==> src/unique_key_fifo_defines.svh <==
// Assertion macros for the unique key FIFO top level.
`ifndef UNIQUE_KEY_FIFO_DEFINES_SVH
`define UNIQUE_KEY_FIFO_DEFINES_SVH

// Checks that the consequent holds in the same cycle as the antecedent.
`define UKF_ASSERT_SAME(lbl, ante, cons, msg) \
    lbl: assert property (@(posedge clk) disable iff (!rst_n) (ante) |-> (cons)) \
        else $error(msg);

// Checks that the consequent holds in the cycle after the antecedent.
`define UKF_ASSERT_NEXT(lbl, ante, cons, msg) \
    lbl: assert property (@(posedge clk) disable iff (!rst_n) (ante) |=> (cons)) \
        else $error(msg);

`endif

==> src/ukf_pkg.sv <==
// Package with the types and constants of the unique key FIFO.
package ukf_pkg;

    localparam int UKF_DEPTH = 16;
    localparam int UKF_DATA_W = 32;
    localparam int UKF_OCC_W = 5;

    typedef enum logic [2:0] {
        ST_ENQUEUED  = 3'd0,
        ST_DUPLICATE = 3'd1,
        ST_FULL      = 3'd2,
        ST_DEQUEUED  = 3'd3,
        ST_EMPTY     = 3'd4
    } ukf_status_t;

    typedef enum logic {
        REQ_ENQUEUE = 1'b0,
        REQ_DEQUEUE = 1'b1
    } ukf_req_t;

    typedef enum logic [1:0] {
        S_IDLE,
        S_SCAN,
        S_DEQ,
        S_RESULT
    } ukf_state_t;

    typedef struct packed {
        logic                  we;
        logic [UKF_DATA_W-1:0] key;
        logic [UKF_DATA_W-1:0] value;
    } ukf_wr_t;

endpackage

==> src/unique_key_fifo.sv <==
// Top level of the unique key FIFO: a queue of key and value pairs without duplicate keys.
//
// The input channel carries one request per transfer: an enqueue of a key and value pair,
// or a dequeue. The output channel returns exactly one result per request with a status,
// the dequeued pair (zero unless dequeued), the occupancy afterwards and an empty flag.
// An enqueue walks the held keys one per cycle through a single comparator, reading the
// key memory at one address each cycle; a match ends the walk early.
// A dequeue goes through S_DEQ, while the registered memory read of the head entry runs, and then S_RESULT.
// The result appears on the output in the same cycle as the block is ready for the next request.
// Only one request is in work at a time; stall stays high until its result is loaded.
// The result register lets a new request start while an earlier result still waits.
// When the receiver stalls, the result holds and a finished request waits in its final
// step until the result register is free.
// Reset clears the pointers, the count and the valid flags; the queue is empty afterwards,
// and the memories keep no defined contents until written.
`include "unique_key_fifo_defines.svh"

module unique_key_fifo
    import ukf_pkg::*;
#(
    parameter int DEPTH = UKF_DEPTH
)
(
    input  logic                  clk,
    input  logic                  rst_n,
    input  logic                  in_valid,
    output logic                  in_stall,
    input  logic                  req_type,
    input  logic [UKF_DATA_W-1:0] entry_key,
    input  logic [UKF_DATA_W-1:0] entry_value,
    output logic                  out_valid,
    input  logic                  out_stall,
    output logic [2:0]            status,
    output logic [UKF_DATA_W-1:0] out_key,
    output logic [UKF_DATA_W-1:0] out_value,
    output logic [UKF_OCC_W-1:0]  occupancy,
    output logic                  is_empty
);

    localparam int IDX_W = $clog2(DEPTH);

    logic [IDX_W-1:0]      rd_addr;
    logic [IDX_W-1:0]      wr_addr;
    ukf_wr_t               wr;
    logic [UKF_DATA_W-1:0] rd_key;
    logic [UKF_DATA_W-1:0] rd_value;
    logic                  pair_zero;
    logic                  queue_empty;

    ukf_store #(
        .DEPTH(DEPTH)
    ) u_store (
        .clk      (clk),
        .rd_addr  (rd_addr),
        .wr_addr  (wr_addr),
        .wr       (wr),
        .rd_key   (rd_key),
        .rd_value (rd_value)
    );

    ukf_seq #(
        .DEPTH(DEPTH)
    ) u_seq (
        .clk         (clk),
        .rst_n       (rst_n),
        .in_valid    (in_valid),
        .in_stall    (in_stall),
        .req_type    (req_type),
        .entry_key   (entry_key),
        .entry_value (entry_value),
        .rd_addr     (rd_addr),
        .wr_addr     (wr_addr),
        .wr          (wr),
        .rd_key      (rd_key),
        .rd_value    (rd_value),
        .out_valid   (out_valid),
        .out_stall   (out_stall),
        .status      (status),
        .out_key     (out_key),
        .out_value   (out_value),
        .occupancy   (occupancy),
        .is_empty    (is_empty)
    );

    assign pair_zero   = (out_key == '0) && (out_value == '0);
    assign queue_empty = is_empty && (occupancy == '0);

    `UKF_ASSERT_NEXT(a_busy_after_transfer, in_valid && !in_stall, in_stall, "not busy")
    `UKF_ASSERT_SAME(a_zero_pair, out_valid && (status != ST_DEQUEUED), pair_zero, "nonzero pair")
    `UKF_ASSERT_SAME(a_empty_flag, out_valid && (status == ST_EMPTY), queue_empty, "empty status")
    `UKF_ASSERT_SAME(a_full_not_empty, out_valid && (status == ST_FULL), !is_empty, "full status")

endmodule

==> src/ukf_store.sv <==
// Key and value memory with one write port and one registered read port.
module ukf_store
    import ukf_pkg::*;
#(
    parameter int DEPTH = UKF_DEPTH,
    localparam int IDX_W = $clog2(DEPTH)
)
(
    input  logic                  clk,
    input  logic [IDX_W-1:0]      rd_addr,
    input  logic [IDX_W-1:0]      wr_addr,
    input  ukf_wr_t               wr,
    output logic [UKF_DATA_W-1:0] rd_key,
    output logic [UKF_DATA_W-1:0] rd_value
);

    logic [UKF_DATA_W-1:0] key_mem [DEPTH];
    logic [UKF_DATA_W-1:0] value_mem [DEPTH];
    logic [UKF_DATA_W-1:0] rd_key_reg;
    logic [UKF_DATA_W-1:0] rd_value_reg;

    always_ff @(posedge clk)
    begin
        if (wr.we)
        begin
            key_mem[wr_addr]   <= wr.key;
            value_mem[wr_addr] <= wr.value;
        end
    end

    always_ff @(posedge clk)
    begin
        rd_key_reg   <= key_mem[rd_addr];
        rd_value_reg <= value_mem[rd_addr];
    end

    assign rd_key   = rd_key_reg;
    assign rd_value = rd_value_reg;

endmodule

==> src/ukf_seq.sv <==
// Sequencer with ring pointers, the shared key comparator and the result register.
module ukf_seq
    import ukf_pkg::*;
#(
    parameter int DEPTH = UKF_DEPTH,
    localparam int IDX_W = $clog2(DEPTH),
    localparam int CNT_W = $clog2(DEPTH + 1)
)
(
    input  logic                  clk,
    input  logic                  rst_n,
    input  logic                  in_valid,
    output logic                  in_stall,
    input  logic                  req_type,
    input  logic [UKF_DATA_W-1:0] entry_key,
    input  logic [UKF_DATA_W-1:0] entry_value,
    output logic [IDX_W-1:0]      rd_addr,
    output logic [IDX_W-1:0]      wr_addr,
    output ukf_wr_t               wr,
    input  logic [UKF_DATA_W-1:0] rd_key,
    input  logic [UKF_DATA_W-1:0] rd_value,
    output logic                  out_valid,
    input  logic                  out_stall,
    output logic [2:0]            status,
    output logic [UKF_DATA_W-1:0] out_key,
    output logic [UKF_DATA_W-1:0] out_value,
    output logic [UKF_OCC_W-1:0]  occupancy,
    output logic                  is_empty
);

    ukf_state_t            state_reg, state_next;
    logic [IDX_W-1:0]      head_reg, head_next;
    logic [IDX_W-1:0]      tail_reg, tail_next;
    logic [CNT_W-1:0]      count_reg, count_next;
    logic [IDX_W-1:0]      scan_ptr_reg, scan_ptr_next;
    logic [CNT_W-1:0]      issued_reg, issued_next;
    logic                  cmp_valid_reg, cmp_valid_next;
    logic [UKF_DATA_W-1:0] key_reg, key_next;
    logic [UKF_DATA_W-1:0] value_reg, value_next;
    ukf_status_t           status_reg, status_next;
    logic                  out_valid_reg, out_valid_next;
    ukf_status_t           out_status_reg, out_status_next;
    logic [UKF_DATA_W-1:0] out_key_reg, out_key_next;
    logic [UKF_DATA_W-1:0] out_value_reg, out_value_next;
    logic [CNT_W-1:0]      out_count_reg, out_count_next;
    logic                  is_empty_reg, is_empty_next;

    logic match;
    logic scan_done;
    logic out_free;

    assign match     = cmp_valid_reg && (rd_key == key_reg);
    assign scan_done = (issued_reg == count_reg) && !cmp_valid_reg;
    assign out_free  = !out_valid_reg || !out_stall;

    always_comb
    begin
        state_next = state_reg;
        unique case (state_reg)
            S_IDLE:
            begin
                if (in_valid)
                begin
                    state_next = (req_type == REQ_DEQUEUE) ? S_DEQ : S_SCAN;
                end
            end
            S_SCAN:
            begin
                if (match || scan_done)
                begin
                    state_next = S_RESULT;
                end
            end
            S_DEQ:
            begin
                state_next = S_RESULT;
            end
            S_RESULT:
            begin
                if (out_free)
                begin
                    state_next = S_IDLE;
                end
            end
        endcase
    end

    always_comb
    begin
        head_next       = head_reg;
        tail_next       = tail_reg;
        count_next      = count_reg;
        scan_ptr_next   = scan_ptr_reg;
        issued_next     = issued_reg;
        cmp_valid_next  = cmp_valid_reg;
        key_next        = key_reg;
        value_next      = value_reg;
        status_next     = status_reg;
        out_valid_next  = out_valid_reg;
        out_status_next = out_status_reg;
        out_key_next    = out_key_reg;
        out_value_next  = out_value_reg;
        out_count_next  = out_count_reg;
        is_empty_next   = is_empty_reg;
        wr.we           = 1'b0;
        wr.key          = key_reg;
        wr.value        = value_reg;

        if (out_valid_reg && !out_stall)
        begin
            out_valid_next = 1'b0;
        end

        unique case (state_reg)
            S_IDLE:
            begin
                if (in_valid)
                begin
                    key_next       = entry_key;
                    value_next     = entry_value;
                    scan_ptr_next  = head_reg;
                    issued_next    = '0;
                    cmp_valid_next = 1'b0;
                end
            end
            S_SCAN:
            begin
                if (issued_reg < count_reg)
                begin
                    scan_ptr_next  = (scan_ptr_reg == IDX_W'(DEPTH - 1)) ? '0
                                     : scan_ptr_reg + 1'b1;
                    issued_next    = issued_reg + 1'b1;
                    cmp_valid_next = 1'b1;
                end
                else
                begin
                    cmp_valid_next = 1'b0;
                end
                if (match)
                begin
                    status_next = ST_DUPLICATE;
                end
                else if (scan_done)
                begin
                    status_next = (count_reg == CNT_W'(DEPTH)) ? ST_FULL : ST_ENQUEUED;
                end
            end
            S_DEQ:
            begin
                status_next = (count_reg == '0) ? ST_EMPTY : ST_DEQUEUED;
            end
            S_RESULT:
            begin
                if (out_free)
                begin
                    out_valid_next  = 1'b1;
                    out_status_next = status_reg;
                    out_key_next    = '0;
                    out_value_next  = '0;
                    case (status_reg)
                        ST_ENQUEUED:
                        begin
                            wr.we      = 1'b1;
                            tail_next  = (tail_reg == IDX_W'(DEPTH - 1)) ? '0
                                         : tail_reg + 1'b1;
                            count_next = count_reg + 1'b1;
                        end
                        ST_DEQUEUED:
                        begin
                            out_key_next   = rd_key;
                            out_value_next = rd_value;
                            head_next      = (head_reg == IDX_W'(DEPTH - 1)) ? '0
                                             : head_reg + 1'b1;
                            count_next     = count_reg - 1'b1;
                        end
                        default:
                        begin
                            count_next = count_reg;
                        end
                    endcase
                    out_count_next = count_next;
                    is_empty_next  = (count_next == '0);
                end
            end
        endcase
    end

    always_ff @(posedge clk or negedge rst_n)
    begin
        if (!rst_n)
        begin
            state_reg     <= S_IDLE;
            head_reg      <= '0;
            tail_reg      <= '0;
            count_reg     <= '0;
            issued_reg    <= '0;
            cmp_valid_reg <= 1'b0;
            out_valid_reg <= 1'b0;
        end
        else
        begin
            state_reg     <= state_next;
            head_reg      <= head_next;
            tail_reg      <= tail_next;
            count_reg     <= count_next;
            issued_reg    <= issued_next;
            cmp_valid_reg <= cmp_valid_next;
            out_valid_reg <= out_valid_next;
        end
    end

    always_ff @(posedge clk)
    begin
        scan_ptr_reg   <= scan_ptr_next;
        key_reg        <= key_next;
        value_reg      <= value_next;
        status_reg     <= status_next;
        out_status_reg <= out_status_next;
        out_key_reg    <= out_key_next;
        out_value_reg  <= out_value_next;
        out_count_reg  <= out_count_next;
        is_empty_reg   <= is_empty_next;
    end

    assign in_stall  = (state_reg != S_IDLE);
    assign rd_addr   = (state_reg == S_SCAN) ? scan_ptr_reg : head_reg;
    assign wr_addr   = tail_reg;
    assign out_valid = out_valid_reg;
    assign status    = out_status_reg;
    assign out_key   = out_key_reg;
    assign out_value = out_value_reg;
    assign occupancy = UKF_OCC_W'(out_count_reg);
    assign is_empty  = is_empty_reg;

endmodule
==> config.mk <==
export PLATFORM = sky130hd
export DESIGN_NAME = unique_key_fifo
export DESIGN_NICKNAME = d
export VERILOG_FILES = /design/src/ukf_pkg.sv /design/src/unique_key_fifo.sv /design/src/ukf_store.sv /design/src/ukf_seq.sv
export VERILOG_INCLUDE_DIRS = /design/src /design/src/src
export SDC_FILE = /design/constraint.sdc
export NUM_CORES = 1
export LEC_CHECK = 0
export BUFFER_PORTS_ARGS = -buffer_cell sky130_fd_sc_hd__buf_2
export CAP_MARGIN = 10
export CORE_UTILIZATION = 55
export CTS_CLUSTER_SIZE = 12
export DETAILED_ROUTE_END_ITERATION = 7
export PLACE_DENSITY = 0.69
export REMOVE_ABC_BUFFERS = 1
export SYNTH_ARGS = -nofsm -noshare
export SYNTH_HDL_FRONTEND = slang
export SYNTH_SLANG_ARGS = --single-unit
export TNS_END_PERCENT = 100
==> constraint.sdc <==
create_clock -name clk -period 7.5 [get_ports clk]
set_input_delay 0.375 -clock clk [delete_from_list [all_inputs] [get_ports clk]]
set_output_delay 0.375 -clock clk [all_outputs]
set_load 0.01 [all_outputs]
==> impl_results.md, run 1 <==
- Sequential share of power: 44.2%
- First-pass GRT wire length: roughly 150 mm
- Initial Utilization: 55.89%
- I/O pin cnt: 144
- Wire per inst: around 27 um
- Slew Viols, Final: 0
- Initial antenna violation count: 1
- Setup TNS: 0 ns
- Peak VDD IR: approximately 0.0004 V
- Final period util: between 50% and 60%
- WP buf/inv: 3
- Cell Pwr Density: about 380 mW/mm2
- GRT busiest layer: met2
- Post-synthesis register bit count: ~1,300
- CTS buffer count: ~130
- Main flop type after synthesis: edfxtp_1
- Largest area contributor in the netlist: edfxtp_1
- CP endpoint kind: flip-flop
- Crit path DAT: roughly 4.8 ns
- Minimum clock period: between 4 and 5 ns
- Vias in the first global route: between 20,000 and 25,000
- Gr usage total: between 20% and 30%
- RSZ-0062 raised after global routing: no
- Grt met1 use: 33.55%
- M3 GR Usage: 4.261%
- Cts hold-fix bufs: 67
- Longest Clk Path Bufs: 3
- Die height: around 290 um
- Later-pin clock latency in the skew report: ~0.74 ns
- Syn avg cell area: 21.04 um2
- Final HPWL DP: 49.43 mm
- Net Sw Frac: between 20% and 30%
- Fin area: 0.05380 mm2
- DR vias: 22,720
- Worst slack at placement: 3.249 ns
- EDFF count, synth: approximately 1,200
- CP peak stage delay: 0.81 ns
- P_sw: ~6 mW
- Logic pwr share: between 20% and 30%
- Count leader, synth: edfxtp_1
- Clock Sinks: 1,254
- Final Skew: between 0.02 and 0.03 ns
- WL final: approximately 100 mm
- GRT overflow: 0
- Met2 Track Usage GR: approximately 40%
- # DRC: 0
- CP Cell Sequence: inv_1, ha_1, mux2i_4, buf_12, buf_4, mux4_2, and2_1, a211oi_1, a31oi_1
- Worst path slowest cell: ha_1
- P&R area growth vs syn: 14.49%
- DRT Pass-1 Iters: 5
- Placed cell area: slightly below 0.05 mm2
- Yosys cell types: 46
- Port Buf Inserts: between 100 and 150
- Vias per cell: between 6 and 7
- Synth Instances: about 2,200
- Clock share of power: a little under a third
- Worst EP required: 8.05 ns
- Synthesized area: 0.04700 mm2
- Layout cells sized above 1: between 20% and 30%
- CTS tree: yes
- CP max FO: 85
- Outcome: completed
- Post-synthesis sequential area ratio: between 70% and 80%
- Pint: 14.43 mW
- Hold Violations, Final: 0
- Final worst slack: 3.276 ns
- Largest net degree at the start of global routing: 136
- 1st-iter DRT viols: approximately 1,800
- Post-route ant nets: 0
- CP delay by family, top: buffers and inverters
- Post-synth top cells: edfxtp_1, mux4_2, nand2_1
- Post-CTS Setup Repair Bufs: 0
- Ys async rst share: under 10%
- Final net count: ~2,600
- Worst-path clk slew: approximately 0.06 ns
- Class of the worst hold path: in2reg
- Rows: 106
- Max-Cap Viols: 0
- Core area: 0.08409 mm2
- Die area: 0.08662 mm2
- Largest cells by area after synthesis: edfxtp_1, mux4_2, dfxtp_1
- Placer Congestion: between 0.7 and 0.8
- CTS resizes: 0
- Slew headroom: 24.00%
- Regs by FF count: u_store.key_mem: 512 flops, u_store.value_mem: 512 flops
- Root Buffer: clkbuf_16
- Final setup viols: 0
- P_leak: between 15 and 20 nW
- Slew at the pin with the worst max-slew slack: about 1.1 ns
- WHS: ~0.1 ns
- Achievable Freq: 236.8 MHz
- Synth top area share: between 70% and 80%
- Crit start category: flip-flop
- Crit Path Class: reg2reg
- Die width: around 290 um
- Warning count from the yosys run: 0
- H-tree levels: 4
-- power by group through the flow --
stage / Sequential [mW] / Clock, mW / Combinational [mW]
4_1_cts: 9.00 / 6.19 / 5.34
6_report: 8.99 / 6.09 / 5.25
5_1_grt: 9.06 / 6.46 / 5.69
3_3_place_gp: 9.10 / 0 / 5.19
3_5_place_dp: 9.13 / 0 / 5.28
2_1_floorplan: 9.02 / 0 / 3.65
-- cells in the final DEF, fill, tap and decap left out, types with 6 or more instances in the layout --
cell | Yosys | routed
a211oi_1 | 65 | 65
a21o_1 | 7 | 6
a21oi_1 | 11 | 10
a31oi_1 | 69 | 69
and2_1 | 130 | 129
buf_2 | 28 | 143
buf_4 | 6 | 37
clkbuf_1 | 54 | 58
clkbuf_16 | 0 | 132
clkbuf_8 | 0 | 9
clkinv_1 | 0 | 12
clkinv_2 | 0 | 7
clkinv_8 | 0 | 6
dfrtp_1 | 22 | 22
dfxtp_1 | 64 | 64
dlygate4sd3_1 | 0 | 67
edfxtp_1 | 1168 | 1168
ha_1 | 18 | 18
inv_1 | 14 | 13
mux2i_1 | 8 | 6
mux4_2 | 256 | 256
nand2_1 | 144 | 144
nand3_1 | 8 | 8
nand4_1 | 7 | 7
nor2_1 | 27 | 15
nor2_4 | 0 | 12
nor4_1 | 8 | 8
o21ai_0 | 12 | 12
xnor2_1 | 12 | 12
xor2_1 | 33 | 33
-- tightest hold or removal path, stage by stage --
cell and delay [ns]:
buf_2 0.12, nor2b_1 0.10, nand2_1 0.08, o21ai_0 0.09
-- path summary, 6_finish.rpt --
path / startpoint / endpoint / depth (start not counted) / slack, ns
max in group asynchronous: rst_n / u_seq.wr_addr[1] / 2 / 6.88
worst min-delay path: in_valid / u_seq.cmp_valid_reg / 4 / 0.1
min in group asynchronous: rst_n / u_seq.cmp_valid_reg / 2 / 0.21
worst max-delay path: u_seq.state_reg[1] / u_store.rd_value[14] / 9 / 3.28
worst min register to register: u_store.rd_value[15] / u_seq.out_value[15] / 1 / 0.50
worst max register to register: u_seq.state_reg[1] / u_store.rd_value[14] / 9 / 3.28
-- routing by layer --
metal  up-vias  part of all wire, %
li1       9647                    -
met3       144                  6.5
met1     12080                   42
met5         -                    0
met4         0                  1.7
met2       851                   50
-- through the flow --
stage	total power [mW]	util, %	std cells
floorplan	12.67	-	2122
global placement	14.29	58.36	3441
detailed placement	14.41	58.36	3441
CTS	20.53	63.98	3744
global route	21.21	63.98	3744
finish	20.34	63.99	3745
-- layout make-up --
class | instances | area (um2)
well taps | 1134 | 1419
clock inverters | 37 | 411.6
repair buffers | 252 | 1764
clock buffers | 199 | 3645
fillers | 5617 | 30280
flip-flops and latches | 1254 | 36910
multi-input cells | 854 | 9600
diodes | 1 | 2.502
inverters | 14 | 55.05
-- cell families (layout without fill, tap and decap cells) --
group           Yosys count  in the layout  share of synthesized area [%]
compound gates          173            173                          2.473
flops                  1254           1254                          78.53
fa+ha+maj                18             18                         0.4792
xor+xnor                 45             45                         0.8387
mux                     269            269                          12.56
buf+inv                 126            502                          1.400
simple gates            349            349                          3.714
other cells               0              1                              0
(Power assumes the default switching activity.)
==> inputs of run 2 (changes only) <==
--- a/config.mk
+++ b/config.mk
@@ -11,7 +11,7 @@
 export CORE_UTILIZATION = 55
 export CTS_CLUSTER_SIZE = 12
 export DETAILED_ROUTE_END_ITERATION = 7
-export PLACE_DENSITY = 0.69
+export PLACE_DENSITY = 0.72
 export REMOVE_ABC_BUFFERS = 1
 export SYNTH_ARGS = -nofsm -noshare
 export SYNTH_HDL_FRONTEND = slang
==> constraint.sdc (replaced) <==
create_clock -name clk -period 3.5 [get_ports clk]
set_input_delay 0.175 -clock clk [delete_from_list [all_inputs] [get_ports clk]]
set_output_delay 0.175 -clock clk [all_outputs]
set_load 0.01 [all_outputs]
==> run 2 against run 1 <==
Largest cell class unchanged. Setup slack got worse by 2.9 ns. Via count increased by 1.5%. Combinational power increased by 120%.
==> impl_results.md, run 2 (synthesis gave the netlist of run 1 again) <==
- Outcome: completed
- Wire per inst: 27.54 um (+2.3%)
- Layout cells sized above 1: 24.62% (+0.21 points)
- Commonest cells after routing, fill and taps aside: edfxtp_1, mux4_2, nand2_1, buf_2, and2_1
- Later-pin clock latency in the skew report: 0.69 ns (-0.05 ns)
- CTS tree: yes
- Hold Violations, Final: 0 (unchanged)
- CTS buffer count: 121 (-7.6%)
- Peak VDD IR: 0.0007040 V (+77%)
- Grt met1 use: 33.06% (-0.49 points)
- Crit Path Class: reg2reg
- GRT overflow: 0 (unchanged)
- Final Util: 64.51% (+0.53 points)
- Vias in the first global route: 23,470 (-0.95%)
- Die width: 294.3 um (unchanged)
- Port Buf Inserts: 143 (unchanged)
- Largest net degree at the start of global routing: 73 (-46%)
- Crit path DAT: 3.62 ns (-1.16 ns)
- Total chip power: 43.33 mW (+110%)
- Final net count: 2,614 (+0.77%)
- Footprint of the multi-input gates: 0.009600 mm2 (unchanged)
- Post-CTS Setup Repair Bufs: 0 (unchanged)
- WL final: 103.7 mm (+2.8%)
- Worst-path clk slew: 0.06 ns (about the same)
- First-pass GRT wire length: 151.4 mm (+0.73%)
- Slew Viols, Final: 0 (unchanged)
- Worst slack at placement: 0.3724 ns (-2.877 ns)
- RSZ-0062 raised after global routing: no
- Crit start category: flip-flop
- Fin area: 0.05425 mm2 (+0.82%)
- Final worst slack: 0.4103 ns (-2.866 ns)
- GRT busiest layer: met2
- Worst EP required: 4.03 ns (-4.02 ns)
- P_sw: 12.53 mW (+110%)
- Slew at the pin with the worst max-slew slack: 1.064 ns (-0.07619 ns)
- 1st-iter DRT viols: 2,280 (+25%)
- Gr usage total: 24.26% (+0.30 points)
- Clock Sinks: 1,254 (unchanged)
- Final period util: 88.28% (+32 points)
- Initial Utilization: 55.89% (unchanged)
- Final HPWL DP: 51.55 mm (+4.3%)
- Met2 Track Usage GR: 40.35% (+0.87 points)
- Net Sw Frac: 28.92% (-0.13 points)
- Minimum clock period: 3.090 ns (-1.134 ns)
- Rows: 106 (unchanged)
- Class of the worst hold path: in2async
- Final Skew: 0.03150 ns (+0.003368 ns)
- P&R area growth vs syn: 15.43%
- Crit Reg-Reg Startpoint: u_seq.state_reg[1]
- CP endpoint kind: flip-flop
- Clock share of power: 28.2% (-1.8 points)
- Initial antenna violation count: 4 (+3)
- Reg2Reg Capture Point: u_store.rd_key[4]
- FF+latch area: 0.03691 mm2 (unchanged)
- Longest Clk Path Bufs: 3 (unchanged)
- Commonest non-fill, non-tap cell in the layout: edfxtp_1
- DRT Pass-1 Iters: 6 (+1)
- # DRC: 0 (unchanged)
- Placed cell area: 0.04983 mm2 (+1.5%)
- Sequential share of power: 44.4% (+0.2 points)
- Regs by FF count: u_store.key_mem: 512 flops, u_store.value_mem: 512 flops
- Die area: 0.08662 mm2 (unchanged)
- Max-Cap Viols: 0 (unchanged)
- # fillers: 5,471 (-2.6%)
- Die height: 294.3 um (unchanged)
- R2R depth: 9 (unchanged)
- H-tree levels: 3 (-1)
- Achievable Freq: 323.7 MHz (+37%)
- Post-route ant nets: 0 (unchanged)
- Final setup viols: 0 (unchanged)
- DR vias: 23,070 (+1.5%)
- Setup TNS: 0 ns (unchanged)
- Slew headroom: 29.08% (+5.1 points)
- I/O pin cnt: 144 (unchanged)
- Logic pwr share: 27.3% (+1.5 points)
- M3 GR Usage: 4.736% (+0.48 points)
- Pint: 30.80 mW (+110%)
- P_leak: 17.88 nW (+0.72%)
- Cell Pwr Density: 798.7 mW/mm2 (+110%)
- Root Buffer: clkbuf_16
- Placer Congestion: 0.7647 (-1.7%)
- Vias per cell: 6.129 (+1.0%)
- Core area: 0.08409 mm2 (unchanged)
- CP max FO: 21 (-75%)
- Flop2flop setup slack: 0.41 ns (-2.87 ns)
==> run 2: metrics by stage <==
step	hold slack (ns)	std cells
global route	0.07870	3763
floorplan	-0.1206	2122
global placement	0.2173	3470
CTS	0.03485	3762
finish	0.04679	3764
detailed placement	0.2341	3470
==> run 2: final cells by class <==
type	instances	share of cell area, %
flip-flops and latches	1254	68.03
multi-input cells	854	17.70
clock buffers	208	6.424
repair buffers	282	4.664
well taps	1134	2.616
clock inverters	16	0.4544
inverters	14	0.1015
diodes	2	0.009226
==> run 2: per-layer routing <==
layer | wire [um] | share of wire (%)
met1 | 40560 | 39
met4 | 2180 | 2.1
met2 | 51990 | 50
met5 | 13 | 0.013
met3 | 8922 | 8.6
==> run 2: how the worst max path moves through the flow <==
stage,to,startpoint
3_5_place_dp,u_seq.status_reg[2],u_seq.key_reg[18]
2_1_floorplan,u_store.rd_key[0],u_seq.state_reg[1]
6_report,u_store.rd_key[4],u_seq.state_reg[1]
3_3_place_gp,u_store.rd_value[3],u_seq.state_reg[1]
4_1_cts,u_store.rd_key[4],u_seq.state_reg[1]
5_1_grt,u_store.rd_value[3],u_seq.state_reg[1]
==> run 2: power groups by stage <==
stage	clock (mW)	sequential (mW)	combinational, mW
after floorplan	0	19.3	4.80
after global placement	0	19.4	11.6
after detailed placement	0	19.5	11.8
after CTS	12.4	19.2	12.0
after global routing	13.0	19.4	12.7
final	12.2	19.2	11.8
==> run 2: critical path: stages (launching register included) <==
cell      delay [ns]
dfrtp_1         0.40
inv_1           0.11
ha_1            0.33
mux2i_4         0.37
buf_12          0.26
buf_4           0.38
mux4_2          0.55
and2_1          0.17
a211oi_1        0.28
a31oi_1         0.07
==> run 2: what timing repair did <==
action,in CTS,in global routing
endpoints found under the hold margin,92,0
hold buffers,68,0
gates resized for setup,0,0
==> inputs of run 3 (changes only) <==
--- a/config.mk
+++ b/config.mk
@@ -9,6 +9,7 @@
 export BUFFER_PORTS_ARGS = -buffer_cell sky130_fd_sc_hd__buf_2
 export CAP_MARGIN = 10
 export CORE_UTILIZATION = 55
+export CTS_BUF_LIST = sky130_fd_sc_hd__clkbuf_4
 export CTS_CLUSTER_SIZE = 12
 export DETAILED_ROUTE_END_ITERATION = 7
 export PLACE_DENSITY = 0.72
==> run 3 against run 2 <==
Final cell count rose by 10%. Highest routed layer unchanged. Worst hold slack improved by 0.11 ns. Maximum frequency fell by 7.9%. Critical endpoint is now u_seq.state_reg[0]. Register-to-register slack got worse by 0.27 ns. Clock-buffer cell count rose by 251. Setup slack got worse by 0.27 ns.
==> impl_results.md, run 3 (synthesis gave the netlist of run 1 again) <==
- Logic pwr share: 27.7% (+0.4 points)
- FF+latch area: 0.03691 mm2 (unchanged)
- # fillers: 5,570 (+1.8%)
- Commonest cells after routing, fill and taps aside: edfxtp_1, clkbuf_4, mux4_2, nand2_1, buf_2
- Minimum clock period: 3.355 ns (+0.2655 ns)
- DR vias: 24,330 (+5.5%)
- CP Cell Sequence: xor2_1, nor4_2, nand3_1, or3_1, a21oi_1, mux2i_1, dlygate4sd3_1
- CP endpoint kind: flip-flop
- Placed cell area: 0.04983 mm2 (unchanged)
- Worst slack at placement: 0.3724 ns (unchanged)
- Die area: 0.08662 mm2 (unchanged)
- Outcome: completed
- RSZ-0062 raised after global routing: no
- Post-route ant nets: 0 (unchanged)
- Crit start category: flip-flop
- Die height: 294.3 um (unchanged)
- Final Skew: 0.08548 ns (+0.05398 ns)
- Port Buf Inserts: 143 (unchanged)
- Slew headroom: 28.96% (-0.13 points)
- Final HPWL DP: 51.55 mm (unchanged)
- Initial Utilization: 55.89% (unchanged)
- Commonest non-fill, non-tap cell in the layout: edfxtp_1
- Peak VDD IR: 0.0007413 V (+5.3%)
- Wire per inst: 25.18 um (-8.6%)
- Crit Path Class: reg2reg
- Longest Clk Path Bufs: 4 (+1)
- CP peak stage delay: 0.62 ns (+0.07 ns)
- Post-CTS Setup Repair Bufs: 0 (unchanged)
- Later-pin clock latency in the skew report: 1.13 ns (+0.44 ns)
- Crit path DAT: 4.41 ns (+0.79 ns)
- Hold path startpoint: in_valid
- Core area: 0.08409 mm2 (unchanged)
- Class of the worst hold path: in2reg
- Dpl cells: 3,470 (unchanged)
- Regs by FF count: u_store.key_mem: 512 flops, u_store.value_mem: 512 flops
- Layout cells sized above 1: 32.68% (+8.1 points)
- Hold Violations, Final: 0 (unchanged)
- Crit path from: u_seq.key_reg[26]
- Worst EP required: 4.56 ns (+0.53 ns)
- Vias in the first global route: 25,460 (+8.5%)
- First-pass GRT wire length: 154.9 mm (+2.3%)
- WL final: 104.7 mm (+1.0%)
- DRT Pass-1 Iters: 7 (+1)
- Cell Pwr Density: 778.9 mW/mm2 (-2.5%)
- Placer Congestion: 0.7647 (unchanged)
- Final period util: 95.86% (+7.6 points)
- CP max FO: 17 (-19%)
- Footprint of the multi-input gates: 0.009613 mm2 (+0.13%)
- Max-Cap Viols: 0 (unchanged)
- P&R area growth vs syn: 17.31%
- Final setup viols: 0 (unchanged)
- # DRC: 0 (unchanged)
- Root Buffer: clkbuf_4
- Clock Sinks: 1,254 (unchanged)
- Achievable Freq: 298.0 MHz (-7.9%)
- Pint: 30.14 mW (-2.1%)
- Slew Viols, Final: 0 (unchanged)
- Setup TNS: 0 ns (unchanged)
- Crit Reg-Reg Startpoint: u_seq.key_reg[26]
- P_sw: 12.80 mW (+2.2%)
- Fin area: 0.05513 mm2 (+1.6%)
- Final net count: 2,885 (+10%)
- H-tree levels: 5 (+2)
- Non-Filler Instances: 4,159 (+10%)
- CTS buffer count: 321 (+170%)
- P_leak: 18.74 nW (+4.8%)
- I/O pin cnt: 144 (unchanged)
- Net Sw Frac: 29.81% (+0.89 points)
- Sequential share of power: 44.8% (+0.4 points)
- Worst-path clk slew: 0.06 ns (about the same)
- CTS tree: yes
- Die width: 294.3 um (unchanged)
- WHS: 0.1553 ns (+0.1085 ns)
- Vias per cell: 5.850 (-4.5%)
- Largest net degree at the start of global routing: 73 (unchanged)
- Clock share of power: 27.5% (-0.7 points)
- Worst path slowest cell: edfxtp_1
- GRT overflow: 0 (unchanged)
- 1st-iter DRT viols: 2,374 (+4.1%)
- Gr usage total: 24.81% (+0.55 points)
- Initial antenna violation count: 4 (unchanged)
- Final worst slack: 0.1448 ns (-0.2655 ns)
- Rows: 106 (unchanged)
- Slew at the pin with the worst max-slew slack: 1.066 ns (+0.001881 ns)
run 3: layout make-up:
type	instances	share of cell area [%]
sequential	1254	66.94
multi-input combinational	854	17.44
clock buffer	459	6.250
timing repair buffer	353	5.896
tap	1134	2.574
clock inverter	89	0.7943
inverter	14	0.09986
antenna	2	0.009078
run 3: path summary, 6_finish.rpt:
check / endpoint / slack [ns] / depth (start not counted)
min in group asynchronous: u_seq.cmp_valid_reg / 0.64 / 5
min reg2reg: u_seq.out_value[30] / 0.49 / 1
max: u_seq.state_reg[0] / 0.14 / 7
max reg2reg: u_seq.state_reg[0] / 0.14 / 7
max in group asynchronous: u_seq.wr_addr[0] / 2.65 / 5
min: u_seq.issued_reg[0] / 0.16 / 5
run 3: what timing repair did:
action,CTS,global route
hold buffers,139,0
hold endpoints to repair,192,0
gates resized for setup,0,2
setup endpoints to repair,0,1
run 3: worst max-delay path: cells and delay by family (launching register included):
family	cells	cell delay, ns
AND/OR/NAND/NOR	3	1.31
flip-flops	1	0.62
buffers and inverters	1	0.58
AO/OA/AOI/OAI	1	0.28
XOR/XNOR	1	0.27
multiplexers	1	0.25
run 3: power groups by stage:
stage	clock network [mW]	logic, mW	registers (mW)
2_1_floorplan	0	4.80	19.3
3_3_place_gp	0	11.6	19.4
3_5_place_dp	0	11.8	19.5
4_1_cts	12.1	12.0	19.2
5_1_grt	12.8	12.8	19.4
6_report	11.8	11.9	19.2
run 3: stage by stage:
stage,power (mW),utilization [%]
after detailed placement,31.34,59.26
after global routing,44.99,65.57
after floorplan,24.09,-
final,42.94,65.57
after global placement,31.08,59.26
after CTS,43.30,65.55
run 3: per-layer routing:
| layer | routed length (um) | vias up | global-route usage, % | share of wire, % |
|---|---|---|---|---|
| met1 | 40750 | 12480 | 32.88 | 39 |
| met5 | 13 | - | 0 | 0.012 |
| met4 | 1913 | 2 | 8.054 | 1.8 |
| met3 | 9394 | 177 | 5.980 | 9.0 |
| li1 | - | 10430 | - | - |
| met2 | 52670 | 1239 | 40.81 | 50 |
